$ cat src/rtl/core/alsm_pkg.sv
// Shared types and constants of the acceleration-limited scroll motion engine.
`default_nettype none

package alsm_pkg;

	localparam int FRAC_BITS_DEF = 8;

	localparam int VEL_W      = 21;
	localparam int SPEED_W    = 20;
	localparam int ACCEL_W    = 24;
	localparam int DT_W       = 16;
	localparam int DIR_W      = 4;
	localparam int COORD_W    = 16;
	localparam int DELTA_W    = 17;
	localparam int CFG_IDX_W  = 3;
	localparam int CFG_DATA_W = 24;

	localparam logic [CFG_IDX_W-1:0] CFG_MAX_SPEED = 3'd0;
	localparam logic [CFG_IDX_W-1:0] CFG_ACCEL     = 3'd1;
	localparam logic [CFG_IDX_W-1:0] CFG_X_MIN     = 3'd2;
	localparam logic [CFG_IDX_W-1:0] CFG_X_MAX     = 3'd3;
	localparam logic [CFG_IDX_W-1:0] CFG_Y_MIN     = 3'd4;
	localparam logic [CFG_IDX_W-1:0] CFG_Y_MAX     = 3'd5;

	localparam logic OP_TICK  = 1'b0;
	localparam logic OP_PLACE = 1'b1;

	typedef enum logic [1:0] {
		MUL_STEP,
		MUL_VY,
		MUL_VX
	} mul_sel_t;

	typedef struct packed {
		logic     capture;
		mul_sel_t mul_sel;
		logic     vel_upd;
		logic     pos_y_upd;
		logic     pos_x_upd;
		logic     place_upd;
		logic     out_load;
	} cmd_t;

	typedef struct packed {
		logic out_free;
	} status_t;

endpackage

`default_nettype wire

$ cat src/rtl/core/alsm_if.sv
// Valid/ready channel interfaces for input items and result items.
`default_nettype none

interface alsm_in_if;
	logic                                valid;
	logic                                ready;
	logic                                op;
	logic [alsm_pkg::DT_W-1:0]           dt;
	logic [alsm_pkg::DIR_W-1:0]          direction;
	logic signed [alsm_pkg::COORD_W-1:0] place_x;
	logic signed [alsm_pkg::COORD_W-1:0] place_y;

	modport source(output valid, output op, output dt, output direction,
		output place_x, output place_y, input ready);
	modport sink(input valid, input op, input dt, input direction,
		input place_x, input place_y, output ready);
endinterface

interface alsm_out_if;
	logic                                valid;
	logic                                ready;
	logic signed [alsm_pkg::COORD_W-1:0] pos_x;
	logic signed [alsm_pkg::COORD_W-1:0] pos_y;
	logic signed [alsm_pkg::DELTA_W-1:0] delta_x;
	logic signed [alsm_pkg::DELTA_W-1:0] delta_y;
	logic                                moved;

	modport source(output valid, output pos_x, output pos_y, output delta_x,
		output delta_y, output moved, input ready);
	modport sink(input valid, input pos_x, input pos_y, input delta_x,
		input delta_y, input moved, output ready);
endinterface

`default_nettype wire

$ cat src/rtl/core/accel_limited_scroll_motion.sv
// Top level of the two-axis acceleration-limited scroll motion engine.
//
//  channel   dir   handshake        payload
//  in_ch     in    valid / ready    op, dt, direction, place_x, place_y
//  out_ch    out   valid / ready    pos_x, pos_y, delta_x, delta_y, moved
//  cfg       in    cfg_we only      cfg_index, cfg_data
//
// A tick beat steps through S_STEP, S_VEL, S_MULY, S_MULX, S_POSX and S_FIN before the next is accepted:
// one shared 25x17 multiplier forms accel*dt, then vel_y*dt, then vel_x*dt.
// A place beat steps through S_PLACE and S_FIN. The result register frees the sequencer once
// loaded, so the next beat is accepted while the result waits to be taken.
// A stalled output holds the sequencer in its final state. Asynchronous reset
// clears velocity, position, bounds and speed settings to zero at once.
`default_nettype none

module accel_limited_scroll_motion #(
	parameter int FRAC_BITS = alsm_pkg::FRAC_BITS_DEF
) (
	input  wire logic                            clk,
	input  wire logic                            arst_n,
	alsm_in_if.sink                              in_ch,
	alsm_out_if.source                           out_ch,
	input  wire logic                            cfg_we,
	input  wire logic [alsm_pkg::CFG_IDX_W-1:0]  cfg_index,
	input  wire logic [alsm_pkg::CFG_DATA_W-1:0] cfg_data
);

	alsm_pkg::cmd_t    cmd;
	alsm_pkg::status_t status;
	logic              in_ready;

	assign in_ch.ready = in_ready;

	alsm_ctrl u_ctrl (
		.clk      (clk),
		.arst_n   (arst_n),
		.in_valid (in_ch.valid),
		.in_op    (in_ch.op),
		.in_ready (in_ready),
		.cmd      (cmd),
		.status   (status)
	);

	alsm_datapath #(
		.FRAC_BITS (FRAC_BITS)
	) u_datapath (
		.clk          (clk),
		.arst_n       (arst_n),
		.cmd          (cmd),
		.status       (status),
		.cfg_we       (cfg_we),
		.cfg_index    (cfg_index),
		.cfg_data     (cfg_data),
		.in_op        (in_ch.op),
		.in_dt        (in_ch.dt),
		.in_direction (in_ch.direction),
		.in_place_x   (in_ch.place_x),
		.in_place_y   (in_ch.place_y),
		.out_valid    (out_ch.valid),
		.out_ready    (out_ch.ready),
		.out_pos_x    (out_ch.pos_x),
		.out_pos_y    (out_ch.pos_y),
		.out_delta_x  (out_ch.delta_x),
		.out_delta_y  (out_ch.delta_y),
		.out_moved    (out_ch.moved)
	);

endmodule

`default_nettype wire

$ cat src/rtl/core/alsm_ctrl.sv
// Sequencer that steps one item at a time through the shared multiplier datapath.
`default_nettype none

module alsm_ctrl (
	input  wire logic              clk,
	input  wire logic              arst_n,
	input  wire logic              in_valid,
	input  wire logic              in_op,
	output logic                   in_ready,
	output alsm_pkg::cmd_t         cmd,
	input  wire alsm_pkg::status_t status
);

	typedef enum logic [2:0] {
		S_IDLE,
		S_STEP,
		S_VEL,
		S_MULY,
		S_MULX,
		S_POSX,
		S_PLACE,
		S_FIN
	} state_t;

	state_t state_q;
	logic   in_beat;

	assign in_ready = (state_q == S_IDLE);
	assign in_beat  = in_valid && in_ready;

	always_ff @(posedge clk or negedge arst_n) begin
		if (!arst_n) begin
			state_q <= S_IDLE;
		end else begin
			case (state_q)
				S_IDLE: begin
					if (in_beat) begin
						state_q <= (in_op == alsm_pkg::OP_PLACE) ? S_PLACE : S_STEP;
					end
				end
				S_STEP:  state_q <= S_VEL;
				S_VEL:   state_q <= S_MULY;
				S_MULY:  state_q <= S_MULX;
				S_MULX:  state_q <= S_POSX;
				S_POSX:  state_q <= S_FIN;
				S_PLACE: state_q <= S_FIN;
				S_FIN: begin
					if (status.out_free) begin
						state_q <= S_IDLE;
					end
				end
				default: state_q <= S_IDLE;
			endcase
		end
	end

	always_comb begin
		cmd           = '0;
		cmd.mul_sel   = alsm_pkg::MUL_STEP;
		cmd.capture   = in_beat;
		case (state_q)
			S_STEP:  cmd.mul_sel = alsm_pkg::MUL_STEP;
			S_VEL:   cmd.vel_upd = 1'b1;
			S_MULY:  cmd.mul_sel = alsm_pkg::MUL_VY;
			S_MULX: begin
				cmd.mul_sel   = alsm_pkg::MUL_VX;
				cmd.pos_y_upd = 1'b1;
			end
			S_POSX:  cmd.pos_x_upd = 1'b1;
			S_PLACE: cmd.place_upd = 1'b1;
			S_FIN:   cmd.out_load  = status.out_free;
			default: cmd.capture   = in_beat;
		endcase
	end

`ifndef ASSERT_OFF
	a_load_free: assert property (@(posedge clk) disable iff (!arst_n)
		cmd.out_load |-> status.out_free)
		else $error("result loaded while the output register is occupied");
	a_busy_after_beat: assert property (@(posedge clk) disable iff (!arst_n)
		in_beat |=> !in_ready)
		else $error("input ready again right after an accepted beat");
	a_one_update: assert property (@(posedge clk) disable iff (!arst_n)
		$onehot0({cmd.vel_upd, cmd.pos_y_upd, cmd.pos_x_upd, cmd.place_upd,
			cmd.out_load, cmd.capture}))
		else $error("more than one datapath update in a cycle");
	a_load_ends_item: assert property (@(posedge clk) disable iff (!arst_n)
		cmd.out_load |=> in_ready)
		else $error("sequencer not idle after delivering a result");
`endif

endmodule

`default_nettype wire

$ cat src/rtl/core/alsm_datapath.sv
// Datapath: registers, shared multiplier, velocity and position update, result register.
`default_nettype none

module alsm_datapath #(
	parameter int FRAC_BITS = alsm_pkg::FRAC_BITS_DEF
) (
	input  wire logic                                clk,
	input  wire logic                                arst_n,
	input  wire alsm_pkg::cmd_t                      cmd,
	output alsm_pkg::status_t                        status,
	input  wire logic                                cfg_we,
	input  wire logic [alsm_pkg::CFG_IDX_W-1:0]      cfg_index,
	input  wire logic [alsm_pkg::CFG_DATA_W-1:0]     cfg_data,
	input  wire logic                                in_op,
	input  wire logic [alsm_pkg::DT_W-1:0]           in_dt,
	input  wire logic [alsm_pkg::DIR_W-1:0]          in_direction,
	input  wire logic signed [alsm_pkg::COORD_W-1:0] in_place_x,
	input  wire logic signed [alsm_pkg::COORD_W-1:0] in_place_y,
	output logic                                     out_valid,
	input  wire logic                                out_ready,
	output logic signed [alsm_pkg::COORD_W-1:0]      out_pos_x,
	output logic signed [alsm_pkg::COORD_W-1:0]      out_pos_y,
	output logic signed [alsm_pkg::DELTA_W-1:0]      out_delta_x,
	output logic signed [alsm_pkg::DELTA_W-1:0]      out_delta_y,
	output logic                                     out_moved
);

	localparam int VW   = alsm_pkg::VEL_W;
	localparam int CW   = alsm_pkg::COORD_W;
	localparam int FW   = CW + FRAC_BITS;
	localparam int MAW  = alsm_pkg::ACCEL_W + 1;
	localparam int MBW  = alsm_pkg::DT_W + 1;
	localparam int PRW  = MAW + MBW;
	localparam int RSW  = PRW - alsm_pkg::DT_W;
	localparam int SW   = ((FW > RSW) ? FW : RSW) + 1;
	localparam logic [1:0] DIR_NEG = 2'b01;
	localparam logic [1:0] DIR_POS = 2'b10;
	localparam logic signed [PRW-1:0] RND_HALF = PRW'(1) << (alsm_pkg::DT_W - 1);
	localparam logic signed [FW:0]    POS_HALF = (FW+1)'(1) << (FRAC_BITS - 1);

	// Configuration registers.
	logic [alsm_pkg::SPEED_W-1:0] max_speed_q;
	logic [alsm_pkg::ACCEL_W-1:0] accel_q;
	logic signed [CW-1:0]         x_min_q, x_max_q, y_min_q, y_max_q;

	// Captured input beat.
	logic [alsm_pkg::DT_W-1:0]    dt_q;
	logic [alsm_pkg::DIR_W-1:0]   dir_q;
	logic signed [CW-1:0]         place_x_q, place_y_q;

	// Motion state.
	logic signed [VW-1:0]         vel_x_q, vel_y_q;
	logic signed [FW-1:0]         fine_x_q, fine_y_q;
	logic signed [CW-1:0]         last_x_q, last_y_q;
	logic signed [PRW-1:0]        prod_q;

	logic signed [MAW-1:0]        mul_a;
	logic signed [MBW-1:0]        mul_b;
	logic signed [PRW-1:0]        prod_rnd;
	logic signed [RSW-1:0]        prod_sh;
	logic signed [SW-1:0]         py_in, px_in;
	logic [FW:0]                  cy, cx;
	logic signed [FW:0]           rnd_x, rnd_y;
	logic signed [CW-1:0]         px, py;
	logic signed [alsm_pkg::DELTA_W-1:0] dx, dy;

	function automatic logic signed [VW-1:0] vel_next(
		input logic signed [VW-1:0]           v,
		input logic [1:0]                     dirs,
		input logic [alsm_pkg::SPEED_W-1:0]   ms,
		input logic signed [RSW-1:0]          step
	);
		logic signed [RSW-1:0] vv, tt, d, r;
		vv = RSW'(v);
		tt = '0;
		if (dirs == DIR_NEG) tt = -$signed(RSW'(ms));
		if (dirs == DIR_POS) tt = $signed(RSW'(ms));
		r = vv;
		if (vv > tt) begin
			d = vv - step;
			r = (d < tt) ? tt : d;
		end else if (vv < tt) begin
			d = vv + step;
			r = (d > tt) ? tt : d;
		end
		return r[VW-1:0];
	endfunction

	// Returns the clamped position with a flag on top that says a bound was hit.
	function automatic logic [FW:0] clamp_fn(
		input logic signed [SW-1:0] p,
		input logic signed [CW-1:0] lo,
		input logic signed [CW-1:0] hi
	);
		logic signed [SW-1:0] lo_f, hi_f, r;
		logic                 z;
		lo_f = SW'(lo) <<< FRAC_BITS;
		hi_f = SW'(hi) <<< FRAC_BITS;
		r = p;
		z = 1'b0;
		if (r < lo_f) begin
			r = lo_f;
			z = 1'b1;
		end
		if (r > hi_f) begin
			r = hi_f;
			z = 1'b1;
		end
		return {z, r[FW-1:0]};
	endfunction

	always_comb begin
		case (cmd.mul_sel)
			alsm_pkg::MUL_STEP: mul_a = $signed({1'b0, accel_q});
			alsm_pkg::MUL_VY:   mul_a = MAW'(vel_y_q);
			alsm_pkg::MUL_VX:   mul_a = MAW'(vel_x_q);
			default:            mul_a = '0;
		endcase
	end

	assign mul_b    = $signed({1'b0, dt_q});
	// Round to nearest with ties upward, then drop the Q0.16 time fraction.
	assign prod_rnd = prod_q + RND_HALF;
	assign prod_sh  = prod_rnd[PRW-1:alsm_pkg::DT_W];

	always_comb begin
		if (cmd.place_upd) begin
			py_in = SW'(place_y_q) <<< FRAC_BITS;
			px_in = SW'(place_x_q) <<< FRAC_BITS;
		end else begin
			py_in = SW'(fine_y_q) + SW'(prod_sh);
			px_in = SW'(fine_x_q) + SW'(prod_sh);
		end
		cy = clamp_fn(py_in, y_min_q, y_max_q);
		cx = clamp_fn(px_in, x_min_q, x_max_q);
	end

	assign rnd_x = (FW+1)'(fine_x_q) + POS_HALF;
	assign rnd_y = (FW+1)'(fine_y_q) + POS_HALF;
	assign px    = rnd_x[FRAC_BITS+CW-1:FRAC_BITS];
	assign py    = rnd_y[FRAC_BITS+CW-1:FRAC_BITS];
	assign dx    = alsm_pkg::DELTA_W'(px) - alsm_pkg::DELTA_W'(last_x_q);
	assign dy    = alsm_pkg::DELTA_W'(py) - alsm_pkg::DELTA_W'(last_y_q);

	assign status.out_free = !out_valid || out_ready;

	always_ff @(posedge clk or negedge arst_n) begin
		if (!arst_n) begin
			max_speed_q <= '0;
			accel_q     <= '0;
			x_min_q     <= '0;
			x_max_q     <= '0;
			y_min_q     <= '0;
			y_max_q     <= '0;
		end else if (cfg_we) begin
			case (cfg_index)
				alsm_pkg::CFG_MAX_SPEED: max_speed_q <= cfg_data[alsm_pkg::SPEED_W-1:0];
				alsm_pkg::CFG_ACCEL:     accel_q     <= cfg_data[alsm_pkg::ACCEL_W-1:0];
				alsm_pkg::CFG_X_MIN:     x_min_q     <= $signed(cfg_data[CW-1:0]);
				alsm_pkg::CFG_X_MAX:     x_max_q     <= $signed(cfg_data[CW-1:0]);
				alsm_pkg::CFG_Y_MIN:     y_min_q     <= $signed(cfg_data[CW-1:0]);
				alsm_pkg::CFG_Y_MAX:     y_max_q     <= $signed(cfg_data[CW-1:0]);
				default: ;
			endcase
		end
	end

	// The op bit is not kept here; it steers the sequencer and zeroes dt_q for a place beat.
	always_ff @(posedge clk) begin
		if (cmd.capture) begin
			dt_q      <= (in_op == alsm_pkg::OP_TICK) ? in_dt : '0;
			dir_q     <= in_direction;
			place_x_q <= in_place_x;
			place_y_q <= in_place_y;
		end
		prod_q <= mul_a * mul_b;
		if (cmd.out_load) begin
			out_pos_x   <= px;
			out_pos_y   <= py;
			out_delta_x <= dx;
			out_delta_y <= dy;
			out_moved   <= (dx != '0) || (dy != '0);
		end
	end

	always_ff @(posedge clk or negedge arst_n) begin
		if (!arst_n) begin
			vel_x_q   <= '0;
			vel_y_q   <= '0;
			fine_x_q  <= '0;
			fine_y_q  <= '0;
			last_x_q  <= '0;
			last_y_q  <= '0;
			out_valid <= 1'b0;
		end else begin
			if (cmd.vel_upd) begin
				vel_y_q <= vel_next(vel_y_q, dir_q[1:0], max_speed_q, prod_sh);
				vel_x_q <= vel_next(vel_x_q, dir_q[3:2], max_speed_q, prod_sh);
			end
			if (cmd.pos_y_upd || cmd.place_upd) begin
				fine_y_q <= $signed(cy[FW-1:0]);
				if (cy[FW]) vel_y_q <= '0;
			end
			if (cmd.pos_x_upd || cmd.place_upd) begin
				fine_x_q <= $signed(cx[FW-1:0]);
				if (cx[FW]) vel_x_q <= '0;
			end
			if (cmd.out_load) begin
				last_x_q  <= px;
				last_y_q  <= py;
				out_valid <= 1'b1;
			end else if (out_ready) begin
				out_valid <= 1'b0;
			end
		end
	end

`ifndef ASSERT_OFF
	a_vel_y_bound: assert property (@(posedge clk) disable iff (!arst_n)
		cmd.place_upd |=> (vel_y_q == $past(vel_y_q)) || (vel_y_q == '0))
		else $error("place changed the vertical velocity other than by a clamp");
	a_moved_flag: assert property (@(posedge clk) disable iff (!arst_n)
		$past(cmd.out_load) |-> out_moved == ((out_delta_x != '0) || (out_delta_y != '0)))
		else $error("moved flag disagrees with the deltas");
	a_last_tracks: assert property (@(posedge clk) disable iff (!arst_n)
		$past(cmd.out_load) |-> (last_x_q == out_pos_x) && (last_y_q == out_pos_y))
		else $error("last position not taken from the delivered result");
`endif

endmodule

`default_nettype wire
$ cat src/flat_wrapper.sv
// flat-port wrapper written by rule: the top's interface ports become plain ports
module accel_limited_scroll_motion_flat 
#(
	parameter int FRAC_BITS = alsm_pkg::FRAC_BITS_DEF
)
  (clk, arst_n, cfg_we, cfg_index, cfg_data, in_ch_valid, in_ch_op, in_ch_dt, in_ch_direction, in_ch_place_x, in_ch_place_y, in_ch_ready, out_ch_valid, out_ch_pos_x, out_ch_pos_y, out_ch_delta_x, out_ch_delta_y, out_ch_moved, out_ch_ready);
  alsm_in_if in_ch_i ();
  alsm_out_if out_ch_i ();
  input  wire logic clk;
  input  wire logic arst_n;
  input  wire logic cfg_we;
  input  wire logic [alsm_pkg::CFG_IDX_W-1:0] cfg_index;
  input  wire logic [alsm_pkg::CFG_DATA_W-1:0] cfg_data;
  input wire logic [$bits(in_ch_i.valid)-1:0] in_ch_valid;
  input wire logic [$bits(in_ch_i.op)-1:0] in_ch_op;
  input wire logic [$bits(in_ch_i.dt)-1:0] in_ch_dt;
  input wire logic [$bits(in_ch_i.direction)-1:0] in_ch_direction;
  input wire logic [$bits(in_ch_i.place_x)-1:0] in_ch_place_x;
  input wire logic [$bits(in_ch_i.place_y)-1:0] in_ch_place_y;
  output wire logic [$bits(in_ch_i.ready)-1:0] in_ch_ready;
  output wire logic [$bits(out_ch_i.valid)-1:0] out_ch_valid;
  output wire logic [$bits(out_ch_i.pos_x)-1:0] out_ch_pos_x;
  output wire logic [$bits(out_ch_i.pos_y)-1:0] out_ch_pos_y;
  output wire logic [$bits(out_ch_i.delta_x)-1:0] out_ch_delta_x;
  output wire logic [$bits(out_ch_i.delta_y)-1:0] out_ch_delta_y;
  output wire logic [$bits(out_ch_i.moved)-1:0] out_ch_moved;
  input wire logic [$bits(out_ch_i.ready)-1:0] out_ch_ready;
  assign in_ch_i.valid = in_ch_valid;
  assign in_ch_i.op = in_ch_op;
  assign in_ch_i.dt = in_ch_dt;
  assign in_ch_i.direction = in_ch_direction;
  assign in_ch_i.place_x = in_ch_place_x;
  assign in_ch_i.place_y = in_ch_place_y;
  assign in_ch_ready = in_ch_i.ready;
  assign out_ch_valid = out_ch_i.valid;
  assign out_ch_pos_x = out_ch_i.pos_x;
  assign out_ch_pos_y = out_ch_i.pos_y;
  assign out_ch_delta_x = out_ch_i.delta_x;
  assign out_ch_delta_y = out_ch_i.delta_y;
  assign out_ch_moved = out_ch_i.moved;
  assign out_ch_i.ready = out_ch_ready;
  accel_limited_scroll_motion #(.FRAC_BITS(FRAC_BITS)) u_core (.clk(clk), .arst_n(arst_n), .in_ch(in_ch_i), .out_ch(out_ch_i), .cfg_we(cfg_we), .cfg_index(cfg_index), .cfg_data(cfg_data));
endmodule
$ cat config.mk
export PLATFORM = sky130hd
export DESIGN_NAME = accel_limited_scroll_motion_flat
export DESIGN_NICKNAME = d
export VERILOG_FILES = /design/src/rtl/core/alsm_pkg.sv /design/src/rtl/core/alsm_if.sv /design/src/rtl/core/accel_limited_scroll_motion.sv /design/src/rtl/core/alsm_ctrl.sv /design/src/rtl/core/alsm_datapath.sv /design/src/flat_wrapper.sv
export SDC_FILE = /design/constraint.sdc
export NUM_CORES = 2
export LEC_CHECK = 0
export ABC_AREA = 1
export BUFFER_PORTS_ARGS = -buffer_cell sky130_fd_sc_hd__buf_2
export CORE_MARGIN = 4
export CORE_UTILIZATION = 50
export CTS_CLUSTER_DIAMETER = 150
export DETAILED_ROUTE_END_ITERATION = 7
export PLACE_DENSITY_LB_ADDON = 0.3
export SLEW_MARGIN = 10
export SYNTH_ARGS = -nofsm -noshare
export SYNTH_HDL_FRONTEND = slang
export SYNTH_HIERARCHICAL = 1
export SYNTH_SLANG_ARGS = --single-unit
$ cat constraint.sdc
create_clock -name clk -period 8.9 [get_ports clk]
set_input_delay 1.335 -clock clk [delete_from_list [all_inputs] [get_ports clk]]
set_output_delay 1.335 -clock clk [all_outputs]
set_load 0.1 [all_outputs]
Yosys cells after proc, flatten, opt, wreduce, memory -nomap -nowiden. Cells that the tools add are included.

Bits in read-only memories: 0. Word-level logic and storage cells: 132. Output and inout port bits: 69. Register bits: 395. Memory bits (writable): 0. Memories kept: 0. Input bits: 85. Bits in latches: 0.

Magnitude comparators: 12. Add/sub/neg operators: 12. $mul: 1. Div/mod/pow operators: 0. Bitwise gates (word level): 0. Reduce and logical (&&, ||, !) cells: 20. Muxes and demuxes: 43. Shift-type cells: 0. Eq/ne operators: 20.

Operator list (count): 2-to-1 mux 21 bit (14); 2-to-1 mux 26 bit (6); 2-to-1 mux 27 bit (4); one-hot mux 25 bit (3 select lines) (1); adder 24 x 26 -> 27 bit (2); greater-than comparator 27 x 24 -> 1 bit (2); < comparator 27 x 24 -> 1 bit (2); adder 21 x 26 -> 26 bit (2); greater-than comparator 21 x 26 -> 1 bit (2); greater-than comparator 26 bit (2); < comparator 21 x 26 -> 1 bit (2); < comparator 26 bit (2); subtractor 21 x 26 -> 26 bit (2); adder 24 x 9 -> 24 bit, second input constant (2); 2-to-1 mux 24 bit (2); adder 42 x 17 -> 42 bit, second input constant (1); multiplier 25 x 17 -> 42 bit (1); nonzero test 17 bit (2); subtractor 16 x 16 -> 17 bit (2); negator 20 -> 26 bit (1); one-hot mux 3 bit (7 select lines) (1); == test 3 bit, second input constant (6); AND reduction 2 bit (7); == test 3 x 2 -> 1 bit, second input constant (4); other kinds (15) (36).

Depth between registers and ports, before layout.
Word-level depth: 11. Mapped depth: 53. Mapped depth without buffers: 51.

Modules after synthesis. Netlist, hierarchy kept.

By module, submodules not included: alsm_datapath (times used 1, area each 48460.2 µm², seq. area each 9894.5 µm², cells each 6585); alsm_ctrl (times used 1, area each 264.0 µm², seq. area each 75.1 µm², cells each 47).

Worst setup path before layout. Ideal clock, no wire load.

Path type: input port to flip-flop. Start: input out_ch_ready. End: register u_core.u_datapath.last_y_q[10]. Data required time: 8.763 ns. Stages: 8. Arrival time: 7.496 ns. Path buffers: 1. Slack: 1.267 ns. Library setup time: 0.137 ns. Path through: inv_1 -> nand2_1 -> inv_1 -> nor3_1 -> inv_1 -> clkbuf_1 -> nand2_1 -> o21ai_0.

RTL lines: start, declared (RTL line flat_wrapper.sv:27) `input wire logic [$bits(out_ch_i.ready)-1:0] out_ch_ready;`; end signal, assigned (RTL line alsm_datapath.sv:210) `last_y_q <= py;`; end, declared (RTL line alsm_datapath.sv:54) `logic signed [CW-1:0] last_x_q, last_y_q;`.

==> flow_results.org <==
** Run status
- The run finished with clean final reports.

** Synth
- Synth cell count leaders :: nand2_1, inv_1, ha_1
- Number of warnings printed during yosys synthesis :: 6
- fa_1 takes more of the synthesized area than any other cell.
- Measured against the total synthesized area, the mux share comes to less than 1%.
- The synthesized netlist devotes 12.0% of its cell area to compound gates.
- Yosys cell types :: 61
- Simple-gate share of the synthesized area :: 21.4%
- Of the total synthesized cell area, the portion taken by XOR and XNOR cells is between 3 and 4%.
- After synthesis, the largest family of logic cells by area is adder cells.
- In this run, synthesis inferred between 100 and 150 flip-flops with an integrated enable.
- The most used flip-flop cell after synthesis is dfrtp_1.
- Of the post-synthesis cell area, the dominant cell type holds 16.3%.
- Of the synthesized area, sequential elements account for 20.5%.
- Adder and majority cell fraction of the synthesized area :: 29.9%
- Number of instances in the synthesized netlist :: approximately 6600
- In the post-synthesis netlist, the cell with the most instances is nand2_1.
- Synthesis inferred 380 register bits.
- A synthesized cell averages 7.35 sq um.
- The synthesized netlist occupies a cell area of 48700 sq um.
- The number of nets in the synthesized netlist is 7645.
- Post-synthesis async set-or-reset flop share :: between 60% and 70%
- Area contributors post-synth :: fa_1, ha_1, nand2_1

** Worst setup path
- CP max stage delay :: ~0.7 ns
- Most common cell type on the critical path :: fa_1
- Endpoint type of the worst setup path :: register
- Arrival time of data at the critical path endpoint :: 9.07 ns
- Of all nets on the critical path, the largest fanout is 16.
- The critical path in this run is classified as reg -> reg.
- Data required time at the worst endpoint :: 9.46 ns
- Worst path slowest cell :: nand2_1
- The worst setup path is launched from a register.

** CTS
- The later pin in the worst-skew pair is clocked with a latency of 0.65 ns.
- Clock tree sinks :: 380
- Maximum level of the CTS H-tree :: 2
- Setup fix buffers added after clock tree synthesis :: 0
- Hold bufs inserted after CTS :: 0
- TritonCTS created 49 clock buffers.
- The tree is rooted in a clkbuf_16.
- TritonCTS built the clock tree.
- After clock tree synthesis, the clock-pin slew on the worst setup and hold paths is about 0.060 ns.
- No sink is reached through more buffers than the 3 on the longest clock path.

** GRT
- Via count of the first global-routing pass :: 43500
- Overall track demand over capacity in global routing :: a little under a third
- The number of antenna violations at the first check in global routing was 17.
- The total overflow left after global routing is 0.
- Largest net degree at the start of global routing :: 99
- The first global-routing pass estimated 251000 um of wire.

** Flow run
- Reported max-cap violation count :: 0

** STA
- For the pin with the worst max-slew slack, the measured transition is 1.18 ns.
- The hold violation total from the final report is 0.
- Between clock sinks in the finished design, the worst skew comes to 0.0372 ns.
- For this run, the top clock speed supported by timing is 117 MHz.
- Final worst path period share :: 95.7%
- Worst-case hold slack :: 0.483 ns
- TNS Setup :: 0 ns
- Setup repair after global routing left no endpoint under its margin.
- Slew headroom :: 20.8%
- Number of failing setup endpoints in the final timing report :: 0
- Counting I/O delays and the setup requirement, the final critical path takes between 8 and 9 ns.
- Final slew viol count :: 0

** Floorplanning
- The floorplan step defined a die boundary enclosing 103000 sq um.
- The region available for standard cell placement spans slightly below 100000 sq um.
- Std cell rows :: 114
- Boundary Pins :: 154
- Starting density of the core :: 50.4%
- The floorplan step set the die height to between 300 and 400 um.
- Floorplan die width :: 320 um

** Routing
- Post-detailed-route via-to-cell ratio :: approximately 5.6
- Antenna-violating nets left :: 0
- Via count :: 44700
- In the routed design, unresolved DRC markers number 0.
- Per-cell routed wire length :: between 20 and 25 um
- Wire length after detailed routing :: 163000 um
- TritonRoute pass-1 iters :: 6
- Drt initial violations :: 4222

** Min path
- Worst hold path class :: reg -> reg

** Cells and area
- Combined area of the multi-input logic cells :: approximately 33000 sq um
- Register area :: 9970 sq um
- The filler cells instantiated in the layout total 9331.
- Cells fill 54.5% of the core in the end.
- The area growth from synthesis to layout is 8.20%.
- For this run, the post-layout net count is 7739.
- Share of cells above drive strength 1 :: 6.64%

** Placement
- Buffers placed on the I/O ports in this run total 153.
- The congestion estimate from routability-driven global placement came to between 1 and 1.5.
- Summed over all nets, the half-perimeter wirelength after detailed placement is 130000 um.
routing by layer:
metal | GRT usage (%) | share of wire [%]
met4 | 11.9 | 4.4
met3 | 5.13 | 9.1
met2 | 47.8 | 43
met5 | 0 | 0.040
met1 | 45.2 | 44
critical path, delay by kind of cell, from the launching register on:
family          cells  cell delay (ns)
xor+xnor            1             0.15
flops               1             0.44
compound gates      1             0.31
buf+inv             6             0.99
fa+ha+maj           7             3.43
simple gates       11             3.09
sequential cells by signal (all words and copies together) (netlist names), 17 cells and up:
register,cells
u_core/u_datapath/vel_y_q,21
u_core/u_datapath/fine_y_q,24
u_core/u_datapath/out_delta_x,17
u_core/u_datapath/prod_q,27
u_core/u_datapath/max_speed_q,20
u_core/u_datapath/vel_x_q,21
u_core/u_datapath/accel_q,24
u_core/u_datapath/out_delta_y,17
u_core/u_datapath/fine_x_q,24
path summary, 6_finish.rpt:
path	start	to	slack, ns	cells after the start
worst max register to register	u_core/u_ctrl/state_q[2]$_DFFE_PN0P_	u_core/u_datapath/prod_q[41]$_DFF_P_	0.38	26
max in group asynchronous	arst_n	u_core/u_datapath/accel_q[21]$_DFFE_PN0P_	6.23	3
min in group asynchronous	arst_n	u_core/u_datapath/last_x_q[5]$_DFFE_PN0P_	0.69	1
worst min register to register	u_core/u_datapath/x_max_q[2]$_DFFE_PN0P_	u_core/u_datapath/x_max_q[2]$_DFFE_PN0P_	0.48	2
worst min-delay path	u_core/u_datapath/x_max_q[2]$_DFFE_PN0P_	u_core/u_datapath/x_max_q[2]$_DFFE_PN0P_	0.48	2
worst max-delay path	u_core/u_ctrl/state_q[2]$_DFFE_PN0P_	u_core/u_datapath/prod_q[41]$_DFF_P_	0.38	26
per-stage QoR:
stage / cells / instance area (sq um) / worst slack [ns]
detailed placement: 7951 / 51100 / 0.619
finish: 8045 / 52700 / 0.383
global placement: 7951 / 51100 / 0.670
floorplan: 6632 / 48700 / 1.27
global route: 8043 / 52700 / 0.0147
CTS: 8042 / 52700 / 0.584
kinds of logic (layout without fill, tap and decap cells):
family / Yosys count / count (layout)
compound gates: 1022 / 1022
xor+xnor: 202 / 202
fa+ha+maj: 928 / 928
buf+inv: 1569 / 1703
flops: 380 / 380
mux: 8 / 8
other cells: 0 / 3
simple gates: 2523 / 2523
placed cells by master (no fill, tap or decap), types with 167 or more instances in the layout:
cell     instances
fa_1           397
inv_1         1333
dfrtp_1        234
nand2_1       1641
a21oi_1        366
ha_1           531
xor2_1         167
nand3_1        367
o21ai_0        368
nor2_1         309
timing repair:
item	CTS	global route
endpoints found under the setup margin	0	45
gates resized for setup	0	7
hold endpoints to repair	0	0
final cells by class:
type                    instances  share of cell area, %
diodes                          3                 0.0142
repair buffers                266                   3.20
clock buffers                  64                   2.51
flip-flops and latches        380                   18.9
multi-input cells            4683                   62.2
well taps                    1276                   3.03
clock inverters                27                  0.536
inverters                    1346                   9.60
Power is left out: the tool's default activity adds up to more than one toggle a clock period on the data nets, which glitch-free logic cannot reach.
